[config.mk]
export PLATFORM = sky130hd
export DESIGN_NAME = first_fit_block_allocator_unit
export DESIGN_NICKNAME = d
export VERILOG_FILES = /design/src/sv/ffba_pkg.sv /design/src/sv/first_fit_block_allocator_unit.sv /design/src/sv/ffba_table.sv
export SDC_FILE = /design/constraint.sdc
export NUM_CORES = 2
export LEC_CHECK = 0
export ABC_CLOCK_PERIOD_IN_PS = 10250
export BUFFER_PORTS_ARGS = -buffer_cell sky130_fd_sc_hd__buf_4
export CORE_MARGIN = 10
export CORE_UTILIZATION = 60
export CTS_CLUSTER_SIZE = 30
export DETAILED_ROUTE_END_ITERATION = 8
export PLACE_DENSITY_LB_ADDON = 0.1
export SLEW_MARGIN = 15
export SYNTH_ARGS = -nofsm -noshare
export SYNTH_HDL_FRONTEND = slang
export SYNTH_SLANG_ARGS = --single-unit
[constraint.sdc]
create_clock -name clk -period 10.25 [get_ports clk]
set_input_delay 1.025 -clock clk [delete_from_list [all_inputs] [get_ports clk]]
set_output_delay 1.025 -clock clk [all_outputs]
set_load 0.1 [all_outputs]
[src/sv/ffba_pkg.sv]
// ----------------------------------------------------------------------------
// ffba_pkg
// Shared types and constants for the first-fit block allocator.
// ----------------------------------------------------------------------------
package ffba_pkg;

  localparam int MAX_BLOCKS_DEF = 32;

  localparam logic [15:0] ARENA_RESET  = 16'd10000;
  localparam logic [7:0]  HEADER_RESET = 8'd24;

  localparam logic CFG_ARENA  = 1'b0;
  localparam logic CFG_HEADER = 1'b1;

  localparam logic MODE_ALLOC = 1'b0;
  localparam logic MODE_FREE  = 1'b1;

  typedef enum logic [1:0] {
    ST_OK         = 2'd0,
    ST_NO_ROOM    = 2'd1,
    ST_TABLE_FULL = 2'd2,
    ST_NOT_FOUND  = 2'd3
  } status_t;

  // one row of the block table
  typedef struct packed {
    logic [15:0] start;
    logic [15:0] length;
  } entry_t;

endpackage

[src/sv/first_fit_block_allocator_unit.sv]
// ----------------------------------------------------------------------------
// first_fit_block_allocator_unit
// First-fit allocator over a sorted table of blocks held in a single-port
// read / single-port write memory.
// ----------------------------------------------------------------------------
// Steps: allocate scans for the first gap, shifts later rows up, writes
//   the new row; free scans for the match, shifts later rows down; a full
//   table skips the scan. Scan and shift together pass each entry once,
//   and the table's one read port sets the pace at one entry per cycle.
// Throughput: one request at a time; the next is taken once the result is
//   registered, while the result still waits at the output.
// Reset: synchronous; empties the table (count cleared), restores registers.
module first_fit_block_allocator_unit #(
  parameter int MAX_BLOCKS = ffba_pkg::MAX_BLOCKS_DEF
) (
  input  logic        clk,
  input  logic        rst,
  // configuration
  input  logic        cfg_we,
  input  logic        cfg_index,
  input  logic [15:0] cfg_data,
  // request channel
  input  logic        req_valid,
  output logic        req_stall,
  input  logic        mode,
  input  logic [15:0] request_size,
  input  logic [15:0] block_address,
  // result channel
  output logic        res_valid,
  input  logic        res_stall,
  output logic [1:0]  status,
  output logic [15:0] data_address
);

  localparam int IW = (MAX_BLOCKS > 1) ? $clog2(MAX_BLOCKS) : 1;
  localparam int CW = $clog2(MAX_BLOCKS + 1);

  typedef enum logic [2:0] {
    S_IDLE,
    S_SCAN,
    S_MOVE,
    S_PLACE,
    S_DONE
  } state_t;

  state_t state;

  logic [15:0] arena_size;
  logic [7:0]  header_size;

  logic [CW-1:0] count;
  logic          mode_q;
  logic [16:0]   need;
  logic [15:0]   addr_q;
  logic [CW-1:0] chk;
  logic [16:0]   prev_end;
  logic [IW-1:0] src;
  logic [IW-1:0] dst;
  logic [CW-1:0] rem;
  logic          pend;
  logic [IW-1:0] wa;
  logic [IW-1:0] slot;
  logic [15:0]   place;
  ffba_pkg::status_t res_st;
  logic [15:0]   res_ad;

  logic [IW-1:0]    rd_addr;
  ffba_pkg::entry_t rd_q;
  logic             tbl_we;
  logic [IW-1:0]    tbl_wa;
  ffba_pkg::entry_t tbl_wd;

  logic [CW-1:0] chk_p1;
  logic [CW-1:0] cnt_m1;
  logic          at_end;
  logic [16:0]   sum_a;
  logic [15:0]   minuend;
  logic [17:0]   diff;
  logic          fit;
  logic          match;

  assign chk_p1 = chk + CW'(1);
  assign cnt_m1 = count - CW'(1);
  assign at_end = (chk == count);

  // shared adder: end of this block on allocate, its data offset on free
  assign sum_a = {1'b0, rd_q.start} +
                 ((mode_q == ffba_pkg::MODE_FREE) ? {9'b0, header_size} : {1'b0, rd_q.length});
  assign match = (sum_a == {1'b0, addr_q});

  // shared subtractor: gap before this block, or tail space at the end
  assign minuend = at_end ? arena_size : rd_q.start;
  assign diff    = {2'b0, minuend} - {1'b0, prev_end};
  assign fit     = !diff[17] && (diff[16:0] >= need);

  assign req_stall = (state != S_IDLE);

  always_comb begin
    unique case (state)
      S_SCAN:  rd_addr = chk_p1[IW-1:0];
      S_MOVE:  rd_addr = src;
      default: rd_addr = '0;
    endcase
  end

  always_comb begin
    tbl_we = 1'b0;
    tbl_wa = wa;
    tbl_wd = rd_q;
    if (state == S_MOVE) begin
      tbl_we = pend;
    end else if (state == S_PLACE) begin
      tbl_we = 1'b1;
      tbl_wa = slot;
      tbl_wd = '{start: place, length: need[15:0]};
    end
  end

  ffba_table #(
    .DEPTH(MAX_BLOCKS),
    .IW   (IW)
  ) u_table (
    .clk    (clk),
    .rd_addr(rd_addr),
    .rd_data(rd_q),
    .we     (tbl_we),
    .wr_addr(tbl_wa),
    .wr_data(tbl_wd)
  );

  always_ff @(posedge clk) begin
    if (rst) begin
      arena_size  <= ffba_pkg::ARENA_RESET;
      header_size <= ffba_pkg::HEADER_RESET;
    end else if (cfg_we) begin
      unique case (cfg_index)
        ffba_pkg::CFG_ARENA:  arena_size  <= cfg_data;
        ffba_pkg::CFG_HEADER: header_size <= cfg_data[7:0];
      endcase
    end
  end

  always_ff @(posedge clk) begin
    if (rst) begin
      state     <= S_IDLE;
      count     <= '0;
      pend      <= 1'b0;
      res_valid <= 1'b0;
    end else begin
      if (res_valid && !res_stall && state != S_DONE) begin
        res_valid <= 1'b0;
      end
      unique case (state)
        S_IDLE: begin
          if (req_valid) begin
            mode_q   <= mode;
            need     <= {9'b0, header_size} + {1'b0, request_size};
            addr_q   <= block_address;
            chk      <= '0;
            prev_end <= '0;
            pend     <= 1'b0;
            if (mode == ffba_pkg::MODE_ALLOC && count == CW'(MAX_BLOCKS)) begin
              res_st <= ffba_pkg::ST_TABLE_FULL;
              res_ad <= '0;
              state  <= S_DONE;
            end else begin
              state <= S_SCAN;
            end
          end
        end
        S_SCAN: begin
          if (mode_q == ffba_pkg::MODE_ALLOC) begin
            if (fit) begin
              place <= prev_end[15:0];
              slot  <= chk[IW-1:0];
              src   <= cnt_m1[IW-1:0];
              dst   <= count[IW-1:0];
              rem   <= count - chk;
              state <= S_MOVE;
            end else if (at_end) begin
              res_st <= ffba_pkg::ST_NO_ROOM;
              res_ad <= '0;
              state  <= S_DONE;
            end else begin
              prev_end <= sum_a;
              chk      <= chk_p1;
            end
          end else begin
            if (at_end) begin
              res_st <= ffba_pkg::ST_NOT_FOUND;
              res_ad <= '0;
              state  <= S_DONE;
            end else if (match) begin
              src   <= chk_p1[IW-1:0];
              dst   <= chk[IW-1:0];
              rem   <= count - chk_p1;
              state <= S_MOVE;
            end else begin
              chk <= chk_p1;
            end
          end
        end
        S_MOVE: begin
          // read one row ahead, write it one place over on the next cycle
          if (rem != '0) begin
            pend <= 1'b1;
            wa   <= dst;
            rem  <= rem - CW'(1);
            if (mode_q == ffba_pkg::MODE_ALLOC) begin
              src <= src - IW'(1);
              dst <= dst - IW'(1);
            end else begin
              src <= src + IW'(1);
              dst <= dst + IW'(1);
            end
          end else begin
            pend <= 1'b0;
            if (mode_q == ffba_pkg::MODE_ALLOC) begin
              state <= S_PLACE;
            end else begin
              count  <= cnt_m1;
              res_st <= ffba_pkg::ST_OK;
              res_ad <= '0;
              state  <= S_DONE;
            end
          end
        end
        S_PLACE: begin
          count  <= count + CW'(1);
          res_st <= ffba_pkg::ST_OK;
          res_ad <= place + {8'b0, header_size};
          state  <= S_DONE;
        end
        S_DONE: begin
          if (!res_valid || !res_stall) begin
            res_valid    <= 1'b1;
            status       <= res_st;
            data_address <= res_ad;
            state        <= S_IDLE;
          end
        end
        default: state <= S_IDLE;
      endcase
    end
  end

endmodule

[src/sv/ffba_table.sv]
// ----------------------------------------------------------------------------
// ffba_table
// Block table storage: one write port, one read port with registered data.
// ----------------------------------------------------------------------------
module ffba_table #(
  parameter int DEPTH = ffba_pkg::MAX_BLOCKS_DEF,
  parameter int IW    = (DEPTH > 1) ? $clog2(DEPTH) : 1
) (
  input  logic             clk,
  input  logic [IW-1:0]    rd_addr,
  output ffba_pkg::entry_t rd_data,
  input  logic             we,
  input  logic [IW-1:0]    wr_addr,
  input  ffba_pkg::entry_t wr_data
);

  ffba_pkg::entry_t mem [DEPTH];

  always_ff @(posedge clk) begin
    if (we) begin
      mem[wr_addr] <= wr_data;
    end
  end

  always_ff @(posedge clk) begin
    rd_data <= mem[rd_addr];
  end

endmodule

[Yosys cells after proc, flatten, opt, wreduce, memory -nomap -nowiden]
Memories as Yosys holds them, arrays and structs flattened. A register that Yosys moved wholly into a read port is not among the register bits.
Cells that the tools add are included.
Word-level totals
  register bits after elaboration: 170
  bits in latches: 0
  bits in writable memories: 1024
  ROM bits: 0
  input bits: 55
  output and inout bits: 20
  logic and storage cells: 176
  memories: 1
Cells by class
  add/subtract/negate cells: 14
  multipliers: 0
  div/mod/pow operators: 0
  magnitude comparators: 1
  equality and inequality tests: 25
  shift operators: 0
  multiplexer cells: 80
  bitwise operators: 4
  reductions and logical operators: 30
Memory list
  u_table.mem: depth 32, bits a word 32, read ports 1, clocked after memory_dff 1, write ports 1, line ffba_table.sv:17  | ffba_pkg::entry_t mem [DEPTH];
Operators with widths (number)
  two-way mux 16 bit: 9
  two-way mux 6 bit: 13
  two-way mux 5 bit: 14
  two-way mux 17 bit: 4
  two-way mux 32 bit: 2
  case mux 16 bit (4 select lines): 1
  case mux 6 bit (2 select lines): 3
  case mux 17 bit (2 select lines): 1
  two-way mux 3 bit: 10
  case mux 5 bit (2 select lines): 3
  != test 2 bit, second input constant: 9
  != test 3 bit, second input constant: 6
  AND reduction 6 bit: 3
  subtractor 16 x 17 -> 18 bit: 1
  adder 16 x 16 -> 17 bit: 1
  adder 8 x 16 -> 17 bit: 1
  equality test 17 x 16 -> 1 bit: 1
  greater-or-equal comparator 17 bit: 1
  adder 16 x 8 -> 16 bit: 1
  two-way mux 2 bit: 8
  case mux 3 bit (5 select lines): 1
  adder 6 x 1 -> 6 bit, second input constant: 2
  AND reduction 3 bit: 4
  subtractor 6 x 1 -> 6 bit, second input constant: 2
  other kinds (27): 53

[Depth between registers and ports, before layout]
  word-level depth: 8
  gate-level depth with buffers: 29
  mapped depth without buffers: 26

[Cells and area by module]
Synthesis repeated with hierarchy kept, for this count alone.
Unflattened totals
  cells, all modules: 3406
  area total of the unflattened synthesis: 51494.4 µm²
By module, submodules not included
  ffba_table: instances 1, cells each 2260, area each 40485.1 µm², sequential area each 31390.1 µm²
  first_fit_block_allocator_unit: instances 1, cells each 1146, area each 11009.3 µm², sequential area each 4754.6 µm²

[Worst setup path after synthesis]
No wires, ideal clock.
  path kind: flip-flop to flip-flop
  from: reg chk[2]
  to: reg place[0], enable pin
  library setup time: 0.425 ns
  data arrival time: 6.823 ns
  data required time: 9.825 ns
  slack: 3.001 ns
  stages on the path, launching flop included: 28
  path buffers: 3
  clock period less this slack: 7.249 ns
  cells stage by stage: edfxtp_1 inv_1 ha_1 nand4_1 nor3_1 clkbuf_1 buf_1 mux2i_1 ha_1 inv_1 fa_1 a21o_1 a21oi_1 o21bai_1 a31oi_1 o21bai_1 o21ai_0 a21oi_1 nor2_1 xnor2_1 ha_1 a21o_1 a211o_1 a31oi_1 or4_1 or4_1 clkbuf_1 nor3_1
On the way
  word-level cells in the longest chain between the ends: 6
  elaborated cells between the ends (all ways): 7
  those cells by class: add/sub: 1; order compare: 1; eq/ne: 1; mux: 1; reduce/logical: 3
RTL lines
  start: declaration: line first_fit_block_allocator_unit.sv:55  | logic [CW-1:0] chk;
  start signal: assignment: line first_fit_block_allocator_unit.sv:186  | chk <= chk_p1;
  start signal: assignment: line first_fit_block_allocator_unit.sv:199  | chk <= chk_p1;
  equality test 6 bit (*): line first_fit_block_allocator_unit.sv:84  | assign at_end = (chk == count);
  two-way mux 16 bit (*): line first_fit_block_allocator_unit.sv:92  | assign minuend = at_end ? arena_size : rd_q.start;
  subtractor 16 x 17 -> 18 bit (*): line first_fit_block_allocator_unit.sv:93  | assign diff = {2'b0, minuend} - {1'b0, prev_end};
  greater-or-equal comparator 17 bit or logical NOT 1 bit (tied branches): line first_fit_block_allocator_unit.sv:94  | assign fit = !diff[17] && (diff[16:0] >= need);
  logical AND 1 bit (*): line first_fit_block_allocator_unit.sv:94
  AND reduction 4 bit (no line) (*)
  end signal: assignment: line first_fit_block_allocator_unit.sv:174  | place <= prev_end[15:0];
  end: declaration: line first_fit_block_allocator_unit.sv:63  | logic [15:0] place;
Every way passes the cells marked *; elsewhere a longest branch is shown, timed or not.
A chain may end at the register's enable or synchronous reset.

[Worst setup path in the final report]
  from: reg chk[2]
  to: reg place[14], enable pin
Same word-level chain as after synthesis.

==> impl_metrics.toml <==
[route]
mean_routed_wirelength_per_cell_um = 29.5
postRouteWirelength_mm = 131
routed_via_density = 6.43
drc = 0
final_antenna_violating_net_count = 0
first_pass_iters = 5
first_iter_violations = 3477
dr_total_vias = 28400

[sta]
fin_skew_ns = 0.0181
setup_viol = 0
min_period_over_period = 0.670
min_period_ns = 6.87
grt_setup_unrepaired = "no"
worst_slew_margin_rel = 0.217
finalHoldViolCount = 0
slew_viol_final = 0
fmax_mhz = 146
worst_slew_pin_slew_ns = 1.17
setup-tns-final_ns = 0

[cells_and_area]
seqCellArea_mm2 = 0.0361
multi_input_comb_area_mm2 = 0.0141
antenna-diode-count = 0
nNetsFinal = 3333
syn_to_final_growth_pct = 11.9
stdcell_count = 4421
fillers = 5494
drive_above_1_share = 0.198

[logic_synthesis]
post_synth_xor_area_fraction = 0.0163
ys_seq_elements = 1226
synth_fa_ha_area_frac = 0.0244
netlist_area_mm2 = 0.0507
synthesis.instances = 3081
synthDistinctLibCells = 68
yosys.area_share.simple = 0.0763
syn-num-nets = 3230
synth_compound_gate_area_share = 0.0329
synth_most_common_cell = "edfxtp_1"
ys_warn_count = 0
synth.area.mux_share = 0.120
yosys.area.top_type_share = 0.686
synth_edf_count = 1159
synth_seq_area_share = 0.713
yosys-top-cells-count = "1159 x edfxtp_1, 462 x nand2_1, 256 x mux4_2, 179 x nand3_1, 116 x nor2_1"
ys_async_sr_fraction = 0
dominantRegCellSynth = "edfxtp_1"
post_synth.cell_area_avg_um2 = 16.5
dominant_combinational_cell_family_by_area_after_synthesis = "multiplexers"
yosysTopAreaCell = "edfxtp_1"
netlist_top_cells_area = "edfxtp_1 69%, mux4_2 11%, nand2_1 3.4%, dfxtp_1 2.6%, ha_1 2.1%"

[pwr]
power.clock.fraction = 0.242
power.internal_mw = 11.3
vdd_ir_drop_max_mv = 0.252
power.switching_mw = 5.99
p_leak_nw = 18.9
power.share.combinational = 0.364
switching_share = 0.346
power_density_mw_per_mm2 = 305
share_seq_of_total_power = 0.393

[cts]
postCtsSetupBuffers = 0
h-tree-depth = 3
ctsLongestPathBuffers = 3
tritoncts.num_buffers = 119
ctsHoldBuffers = 0
cts_tree = "built"
cts.root.buffer_cell = "clkbuf_16"
insertion_delay_ns = 0.70
clock_sinks = 1226
clock_transition_time_at_the_flip_flop_clock_pins_of_the_worst_setup_and_hold_paths_ns = 0.06
post_cts_resized = 0

[floorplanning]
die-height_um = 311
i_o_pin_count = 75
chipWidth_um = 311
core.rowCount = 106
core_footprint_mm2 = 0.0837
initial_utilization = 0.606
die_area_mm2 = 0.0966

[critical_path]
endpoint_kind = "flip-flop"
worst-endpoint-arrival_ns = 7.24
worstSetupStartpointType = "flip-flop"
r2r_cells = 26
timing_worst_setup_path_type = "reg -> reg"
critical_path_peak_fanout = 20
critical_path_rt_ns = 10.62

[global_route]
global_route.usage.total = 0.269
globalRoute.totalOverflow = 0
grt_max_degree = 151
grt_antenna_before_repair = 4
grt_first_pass_wirelength_mm = 192
first_global_vias = 28600

[placed_design]
numPlacedInstances = 4196
place_congestion = 0.909
port-buffer-count = 74
dp_hpwl_mm = 71.5

[hold_path]
hold_class = "reg -> reg"
hold_depth = 0

[run]
max_cap_viol_count = 0

[outcome]
status = "complete, no violations"
[power by group through the flow]
stage | registers, mW | clock network (mW) | logic (mW)
floorplan | 6.81 | 0 | 4.58
global placement | 6.89 | 0 | 6.16
detailed placement | 6.91 | 0 | 6.27
CTS | 6.80 | 4.25 | 6.30
global route | 6.83 | 4.45 | 6.95
finish | 6.81 | 4.20 | 6.31
[per-layer routing]
metal  vias up  wire [um]  GRT usage
li1      12100          -          -
met1     14700      52100      0.381
met2      1425      62100      0.426
met3       229      12400     0.0476
met4         2       3950     0.0839
met5         -         11          0
[stage by stage]
step	util	hold slack [ns]	power, mW	area (um^2)	setup WS (ns)
after detailed placement	0.633	0.407	13.2	53000	3.45
after CTS	0.678	0.420	17.4	56700	3.38
final	0.678	0.417	17.3	56800	3.38
after floorplan	-	0.400	11.4	50700	3.00
after global routing	0.678	0.426	18.2	56800	2.93
after global placement	0.633	0.404	13.1	53000	3.56
[worst paths after layout]
kind | to | start | slack (ns)
min | data_address[6]$_DFFE_PP_ | res_ad[6]$_SDFFCE_PN0P_ | 0.42
max reg2reg | place[14]$_DFFE_PP_ | chk[2]$_SDFFCE_PN0P_ | 3.38
min reg2reg | data_address[6]$_DFFE_PP_ | res_ad[6]$_SDFFCE_PN0P_ | 0.42
max | place[14]$_DFFE_PP_ | chk[2]$_SDFFCE_PN0P_ | 3.38
[sequential cells by signal, indices dropped and copies added, names as in the netlist, 2 cells and up]
register         count
u_table.rd_data     32
count                6
dst                  5
place               16
res_st               2
chk                  6
state                3
src                  5
rem                  6
header_size          8
wa                   5
prev_end            17
slot                 5
data_address        16
addr_q              16
res_ad              16
status               2
u_table.mem       1024
arena_size          16
need                17
[worst max-delay path, cell delays in order, from the launching register on]
cell and delay [ns]:
edfxtp_1 0.46, inv_1 0.07, ha_1 0.35, nand4_1 0.13, nor3_2 0.16, buf_4 0.32
mux2i_1 0.22, ha_1 0.19, inv_1 0.06, fa_1 0.43, a21o_1 0.20, a21oi_1 0.23
o21bai_1 0.12, a31oi_1 0.28, o21bai_1 0.16, o21ai_0 0.24, a21oi_1 0.15, nor2_1 0.13
xnor2_1 0.09, ha_1 0.30, a21o_1 0.11, a211o_1 0.17, a31oi_1 0.05, or4_1 0.52
or4_1 0.58, nor3_2 0.46, buf_4 0.34
[area by class of cell]
| cell class | instances | area share |
|---|---|---|
| clock buffer | 156 | 0.0565 |
| tap | 1134 | 0.0250 |
| clock inverter | 68 | 0.00948 |
| inverter | 72 | 0.00476 |
| sequential | 1226 | 0.637 |
| multi-input combinational | 1634 | 0.249 |
| timing repair buffer | 131 | 0.0184 |
[logic make-up after synthesis]
family          Yosys count
compound gates          278
simple gates            884
xor+xnor                 91
mux                     287
fa+ha+maj                94
buf+inv                 221
flops                  1226
[placed cells by master (no fill, tap or decap), types with 7 or more instances in the layout]
| cell type | count |
|---|---|
| a31oi_1 | 8 |
| nand3_1 | 179 |
| a21o_1 | 17 |
| edfxtp_1 | 1159 |
| dfxtp_1 | 67 |
| a211oi_1 | 7 |
| nand2_1 | 461 |
| o21ai_0 | 76 |
| clkbuf_16 | 121 |
| nor3_1 | 24 |
| buf_4 | 126 |
| mux2_2 | 23 |
| o21ai_2 | 11 |
| clkbuf_1 | 30 |
| xor2_1 | 35 |
| xnor2_1 | 54 |
| a21oi_1 | 84 |
| nor2_4 | 34 |
| clkinv_2 | 21 |
| mux2i_1 | 8 |
| nand2b_1 | 11 |
| mux4_2 | 256 |
| clkinv_1 | 30 |
| nor2b_1 | 24 |
| nand4_1 | 8 |
| fa_1 | 8 |
| and3_1 | 9 |
| ha_1 | 86 |
| o21a_1 | 9 |
| and2_1 | 8 |
| nand3b_1 | 14 |
| inv_1 | 71 |
| o211ai_1 | 10 |
| nor2_1 | 81 |
Note: power is estimated with default switching activity, not from simulation.
